<file path="src/rtl/core/smx_pkg.sv">
`timescale 1ns / 1ps
`default_nettype none
package smx_pkg;

    // Kind of work the back end carries out for one queued item
    typedef logic [1:0] t_op;
    localparam t_op OP_TABLE = 2'd0;
    localparam t_op OP_SCORE = 2'd1;
    localparam t_op OP_LAST  = 2'd2;

    localparam int unsigned TAB_AW   = 8;
    localparam int unsigned TAB_DW   = 17;
    localparam int unsigned SCORE_W  = 8;
    localparam int unsigned SHIFT_W  = 4;
    localparam int unsigned PROB_W   = 7;
    // entry << (out_shift + 1) plus the row sum stays below 2^34
    localparam int unsigned NUM_W    = 34;

    localparam logic [SHIFT_W-1:0]        SHIFT_RST = 4'd7;
    localparam logic signed [SCORE_W-1:0] MAX_RST   = -8'sd128;
    localparam logic [PROB_W-1:0]         PROB_MAX  = 7'd127;

    typedef struct packed {
        t_op                        op;
        logic [TAB_AW-1:0]          index;
        logic [TAB_DW-1:0]          value;
        logic signed [SCORE_W-1:0]  score;
    } t_cmd;

endpackage
`default_nettype wire

</file>
<file path="src/rtl/core/smx_in_if.sv">
`timescale 1ns / 1ps
`default_nettype none
interface smx_in_if;
    logic               valid;
    logic               ready;
    logic               action;
    logic [7:0]         table_index;
    logic [16:0]        table_value;
    logic signed [7:0]  score;
    logic               row_end;

    modport source (output valid, action, table_index, table_value, score, row_end,
                    input ready);
    modport sink   (input valid, action, table_index, table_value, score, row_end,
                    output ready);
endinterface
`default_nettype wire

</file>
<file path="src/rtl/core/smx_front.sv">
`timescale 1ns / 1ps
`default_nettype none
module smx_front (
    input  wire logic          i_clk,
    input  wire logic          i_rst_n,
    smx_in_if.sink             i_in,
    output smx_pkg::t_cmd      o_cmd,
    output logic               o_cmd_valid,
    input  wire logic          i_cmd_pop
);

    smx_pkg::t_cmd r_slot [2];
    logic          r_wr;
    logic          r_rd;
    logic [1:0]    r_cnt;
    logic          w_push;
    smx_pkg::t_cmd w_cmd;

    // Classify the incoming beat
    always_comb begin
        w_cmd.index = i_in.table_index;
        w_cmd.value = i_in.table_value;
        w_cmd.score = i_in.score;
        if (!i_in.action) begin
            w_cmd.op = smx_pkg::OP_TABLE;
        end else if (i_in.row_end) begin
            w_cmd.op = smx_pkg::OP_LAST;
        end else begin
            w_cmd.op = smx_pkg::OP_SCORE;
        end
    end

    assign i_in.ready  = (r_cnt != 2'd2);
    assign w_push      = i_in.valid && i_in.ready;
    assign o_cmd       = r_slot[r_rd];
    assign o_cmd_valid = (r_cnt != 2'd0);

    // Two-entry queue toward the back end
    always_ff @(posedge i_clk) begin
        if (w_push) begin
            r_slot[r_wr] <= w_cmd;
        end
    end

    always_ff @(posedge i_clk) begin
        if (!i_rst_n) begin
            r_wr  <= 1'b0;
            r_rd  <= 1'b0;
            r_cnt <= 2'd0;
        end else begin
            if (w_push) begin
                r_wr <= ~r_wr;
            end
            if (i_cmd_pop) begin
                r_rd <= ~r_rd;
            end
            case ({w_push, i_cmd_pop})
                2'b10:   r_cnt <= r_cnt + 2'd1;
                2'b01:   r_cnt <= r_cnt - 2'd1;
                default: r_cnt <= r_cnt;
            endcase
        end
    end

endmodule
`default_nettype wire

</file>
<file path="src/flat_wrapper.sv">
// flat-port wrapper written by rule: the top's interface ports become plain ports
module smx_front_flat 
  (i_clk, i_rst_n, o_cmd, o_cmd_valid, i_cmd_pop, i_in_valid, i_in_action, i_in_table_index, i_in_table_value, i_in_score, i_in_row_end, i_in_ready);
  smx_in_if i_in_i ();
  input  wire logic i_clk;
  input  wire logic i_rst_n;
  output smx_pkg::t_cmd o_cmd;
  output logic o_cmd_valid;
  input  wire logic i_cmd_pop;
  input wire logic [$bits(i_in_i.valid)-1:0] i_in_valid;
  input wire logic [$bits(i_in_i.action)-1:0] i_in_action;
  input wire logic [$bits(i_in_i.table_index)-1:0] i_in_table_index;
  input wire logic [$bits(i_in_i.table_value)-1:0] i_in_table_value;
  input wire logic [$bits(i_in_i.score)-1:0] i_in_score;
  input wire logic [$bits(i_in_i.row_end)-1:0] i_in_row_end;
  output wire logic [$bits(i_in_i.ready)-1:0] i_in_ready;
  assign i_in_i.valid = i_in_valid;
  assign i_in_i.action = i_in_action;
  assign i_in_i.table_index = i_in_table_index;
  assign i_in_i.table_value = i_in_table_value;
  assign i_in_i.score = i_in_score;
  assign i_in_i.row_end = i_in_row_end;
  assign i_in_ready = i_in_i.ready;
  smx_front u_core (.i_clk(i_clk), .i_rst_n(i_rst_n), .i_in(i_in_i), .o_cmd(o_cmd), .o_cmd_valid(o_cmd_valid), .i_cmd_pop(i_cmd_pop));
endmodule
</file>
<file path="config.mk">
export PLATFORM = sky130hd
export DESIGN_NAME = smx_front_flat
export DESIGN_NICKNAME = d
export VERILOG_FILES = /design/src/rtl/core/smx_pkg.sv /design/src/rtl/core/smx_in_if.sv /design/src/rtl/core/smx_front.sv /design/src/flat_wrapper.sv
export SDC_FILE = /design/constraint.sdc
export NUM_CORES = 1
export LEC_CHECK = 0
export BUFFER_PORTS_ARGS = -buffer_cell sky130_fd_sc_hd__buf_2
export CORE_MARGIN = 2
export CORE_UTILIZATION = 45
export DETAILED_ROUTE_END_ITERATION = 8
export PLACE_DENSITY_LB_ADDON = 0.25
export SYNTH_ARGS = -nofsm -noshare
export SYNTH_HDL_FRONTEND = slang
export SYNTH_SLANG_ARGS = --single-unit
</file>
<file path="constraint.sdc">
create_clock -name i_clk -period 1.9 [get_ports i_clk]
set_clock_uncertainty 0.2 [all_clocks]
set_input_delay 0.285 -clock i_clk [delete_from_list [all_inputs] [get_ports i_clk]]
set_output_delay 0.285 -clock i_clk [all_outputs]
set_load 0.01 [all_outputs]
</file>
Word level (Yosys, flattened, before mapping)
Memory sizes are Yosys's and may differ from the RTL's. A register that Yosys moved wholly into a read port is not among the register bits.
Index checks and enable logic that the tools add are counted.
{ "classes": {"add_sub_neg": 2, "bitwise": 2, "muxes": 7, "n_eq_ne": 3, "shift": 0, "multipliers": 0, "n_reduce_logical": 3, "div_mod_pow": 0, "order_cmp": 0} }
{ "ops": {"columns": ["operator", "count"], "rows": [
  ["two-way mux 1 bit", 4],
  ["two-way mux 2 bit", 2],
  ["case mux 2 bit (2 select lines)", 1],
  ["nonzero test 2 bit", 2],
  ["adder 2 x 1 -> 2 bit, second input constant", 1],
  ["== test 2 x 1 -> 1 bit, second input constant", 1],
  ["== test 2 bit, second input constant", 1],
  ["!= test 2 bit, second input constant", 1],
  ["NOT 1 bit", 2],
  ["subtractor 2 x 1 -> 2 bit, second input constant", 1],
  ["logical AND 1 bit", 1]
]} }
{ "word_totals": {"latch_bits": 0, "mem_count": 1, "reg_bits": 4, "word_cells": 21, "ramBits": 70, "romBits": 0} }
{ "mem_list": {"columns": ["memory", "depth", "width", "read_ports", "rd_ports_with_merged_regs", "write_ports", "line_no", "text"], "rows": [
  ["u_core.r_slot", 2, 35, 1, 1, 1, "smx_front.sv:12", "smx_pkg::t_cmd r_slot [2];"]
]} }

Depth between registers and ports, before layout
{ "logic_depth": {"word_depth": 4, "depth_mapped": 6} }

Worst setup path before layout
No wires, ideal clock.
{ "synth_path": {"kind": "reg-to-reg", "startpoint": "register u_core.r_cnt[0]", "endpoint": "memory u_core.r_slot[1][0] (netlist bit) (enable)", "synth_period_minus_slack_ns": 2.130, "n_path_buf": 0, "setup_slack_ns": -0.230, "setup_time_ns": 0.396, "path_stages_with_launch": 3, "arrival_ns": 1.535, "t_required_ns": 1.304, "path_cell_list": "dfxtp_1 > nand2b_1 > and3_1"} }
{ "synth_via": {"elab_chain_len": 4} }
{ "synth_rtl": {"columns": ["element", "line_no", "text"], "rows": [
  ["start: declaration", "smx_front.sv:15", "logic [1:0] r_cnt;"],
  ["start signal: assignment", "smx_front.sv:58", "2'b10: r_cnt <= r_cnt + 2'd1;"],
  ["start signal: assignment", "smx_front.sv:59", "2'b01: r_cnt <= r_cnt - 2'd1;"],
  ["start signal: assignment", "smx_front.sv:60", "default: r_cnt <= r_cnt;"],
  ["!= test 2 bit", "smx_front.sv:33", "assign i_in.ready = (r_cnt != 2'd2);"],
  ["net i_in_ready", "flat_wrapper.sv:16", "output wire logic [$bits(i_in_i.ready)-1:0] i_in_ready;"],
  ["logical AND 1 bit", "smx_front.sv:34", "assign w_push = i_in.valid && i_in.ready;"],
  ["two-way mux 1 bit", "smx_front.sv:40", "if (w_push) begin"],
  ["two-way mux 1 bit (not written as such)", "smx_front.sv:41", "r_slot[r_wr] <= w_cmd;"],
  ["end: declaration", "smx_front.sv:12", null]
]} }
The timed path passes the listed nets, and every way through them passes these cells.

==> qor.txt <==
r2r startpoint - u_core.r_cnt[0]
crit path time final - 1.846 ns
Synth-to-Final Area Change - 39.22%
Yosys reg bits - 75
Syn Inst Count - 134
sequential share of power - 53.5%
layout cells sized above 1 - 51.54%
largest net degree at the start of global routing - 20
Placer Congestion - 0.6725
Antenna Nets Post-Route - 0
Multi-input gate area - 531.8 µm²
die area - 6768 µm²
Die Ht - 82.27 µm
crit end category - output pin
R2R cell count - 5
total iterations of the first detailed-routing run - 3
PortBufs - 75
RSZ-0062 raised after global routing - no
initial antenna violation count - 0
TritonCTS clock tree - done
n_diodes - 0
Final Net Count - 295
CTS sink count - 75
CTS buffer count - 9
Worst VDD drop - 0.5659 mV
Least-Margin Pin Slew - 0.2276 ns
HPWL after DPL - 2835 µm
clock tree buffer depth - 2
FP Rows - 28
Fin Setup TNS - 0 ns
worst-path fanout max - 19
Post-CTS Setup Bufs - 0
GRT Overall Usage - 14.19%
Logic pwr share - 16.5%
worst reg2reg endpoint - u_core.r_cnt[1]
P per Cell Area - 983.5 nW/µm²
cell-internal power - 2.913 mW
FF+latch area - 2206 µm²
Synth cell types - 20
register area share after synthesis - 79.89%
NetSw - 861.3 µW
max_cap viols - 0
hold wc startpoint - i_rst_n
final slew viol count - 0
Synthesis Warnings - 0
num ports - 76
max_slew headroom - 84.83%
Iter 0 DRT Violations - 74
FILL cells - 442
htree depth - 3
Post-Syn Area - 2756 µm²
first-pass GRT wire length - 6824 µm
reg-to-reg setup timing slack - 0.17 ns
CTS Root Cell - clkbuf_8
Hold Violations, Final - 0
crit path to - o_cmd[21]
grt ovf - 0
clock power share - 30.0%
routed vias - 1548
DRC Markers - 0
CP startpoint kind - flip-flop
Clock Latency Late Sink - 0.33 ns
Final Cycle Share - 97.14%
Worst Path Class, Setup - flip-flop to output pin
final WL - 4605 µm
WL/cell - 13.75 µm
Setup violations, final - 0
core footprint - 5921 µm²
Starting Density - 46.56%
Hold Path Class - input port to flip-flop
Fmax - 0.5418 GHz
clock slew at reported path FFs - 0.07 ns
switching share of power - 22.82%
Worst EP arrival - 1.36 ns
vias in the first global route - 1569
Pleak - 1.454 nW
Crit path required time - 1.41 ns
Mapped Nets - 174
outcome - completed
vias per cell - 4.621
die width - 82.27 µm
syn avg cell area - 20.57 µm²
Tot Pwr - 3.774 mW
## sequential cells by signal, summed over array words and instances (netlist names), named ones only
register and flops:
u_core.r_slot 70, u_core.r_cnt 2, u_core.r_rd 1, u_core.r_wr 1
## critical path: stages (launching register included)
cell and delay [ns]:
dfxtp_4 0.37, buf_12 0.16, mux2_2 0.35, buf_2 0.14
## layout make-up
type	instances	area share [%]
Clock inverter	5	1.402
Tap cell	75	2.445
Clock buffer	11	3.424
Multi-Input combinational cell	54	13.86
Sequential cell	75	57.48
Inverter	1	0.1956
Timing Repair Buffer	114	21.19
## cell usage after synthesis
library cell | instances | area, µm²
a21bo_2 | 1 | 10.01
and3_1 | 1 | 6.260
nor2b_1 | 1 | 6.260
and2_1 | 4 | 25.02
inv_1 | 1 | 3.750
a21boi_0 | 1 | 7.510
nand2b_1 | 1 | 6.260
o21ai_0 | 1 | 5.000
ha_1 | 1 | 12.51
or2_2 | 1 | 6.260
nand2_1 | 1 | 3.750
a21boi_1 | 1 | 7.510
buf_2 | 4 | 20.02
dfxtp_1 | 5 | 100.1
xor2_1 | 1 | 8.760
mux2_2 | 35 | 394.1
xnor2_1 | 2 | 17.52
nand3b_1 | 1 | 7.510
or3_1 | 1 | 6.260
edfxtp_1 | 70 | 2102
## cell families (layout without fill, tap and decap cells)
group	after synthesis	in the layout	share of synthesized area [%]
mux	35	35	14.30
fa+ha+maj	1	1	0.4539
buf+inv	5	131	0.8624
simple gates	11	11	2.452
compound gates	4	4	1.089
xor+xnor	3	3	0.9534
flops	75	75	79.89
## timing repair
| action | 4_1_cts | 5_1_grt |
|---|---|---|
| hold buffers | 33 | 0 |
| gates resized for setup | 2 | 2 |
| endpoints found under the setup margin | 16 | 5 |
| hold endpoints to repair | 66 | 0 |
| pin swaps | 0 | 0 |
## power groups by stage
stage | combinational [mW] | clock [mW] | sequential (mW)
6_report | 0.624 | 1.13 | 2.02
5_1_grt | 0.683 | 1.24 | 2.03
4_1_cts | 0.633 | 1.18 | 2.02
3_5_place_dp | 0.573 | 0 | 2.05
3_3_place_gp | 0.572 | 0 | 2.05
2_1_floorplan | 0.322 | 0 | 2.04
## layout by cell type (no fill, tap or decap)
cell type	instances
buf_2	75
a21boi_0	1
buf_4	1
dfxtp_4	1
and3_2	1
and2_1	4
clkinv_1	1
clkinvlp_4	3
a21boi_1	1
mux2_2	35
xnor2_1	2
clkinv_2	1
nand3b_1	1
clkbuf_1	2
edfxtp_1	70
a21bo_2	1
clkbuf_8	9
or2_2	1
nand2_1	1
nor2b_1	1
xor2_1	1
nand2b_1	1
ha_1	1
dlygate4sd3_1	33
o21ai_0	1
buf_12	5
bufinv_16	1
or3_1	1
dfxtp_1	4
## worst min-delay path by stage
stage                                 endpoint  slack, ns  cells past startpoint
after detailed placement   u_core.r_slot[1][5]       0.28                      1
after CTS                          u_core.r_rd      0.009                      2
final                              u_core.r_rd       0.02                      2
after global placement    u_core.r_slot[0][27]       0.27                      1
after floorplan            u_core.r_slot[0][0]       0.18                      0
after global routing                 flip-flop       0.04                      2
## routing by layer
| metal | global-route usage [%] | share of wire [%] |
|---|---|---|
| met5 | 0 | 0 |
| met4 | 8.500 | 1.8 |
| met3 | 4.565 | 7.0 |
| met2 | 24.27 | 49 |
| met1 | 15.29 | 42 |
## metrics by stage
stage / utilization (%) / instance area (µm²) / setup WS, ns / instances / hold WS [ns]
after global placement: 55.85 / 3307 / 0.2357 / 286 / 0.2722
final: 64.81 / 3837 / 0.05430 / 335 / 0.01888
after floorplan: - / 2761 / 0.08446 / 134 / 0.1839
after global routing: 64.81 / 3837 / 0.01079 / 335 / 0.04300
after CTS: 64.69 / 3830 / 0.008350 / 335 / 0.009255
after detailed placement: 55.85 / 3307 / 0.1759 / 286 / 0.2761
Note: power is estimated with default switching activity, not from simulation.
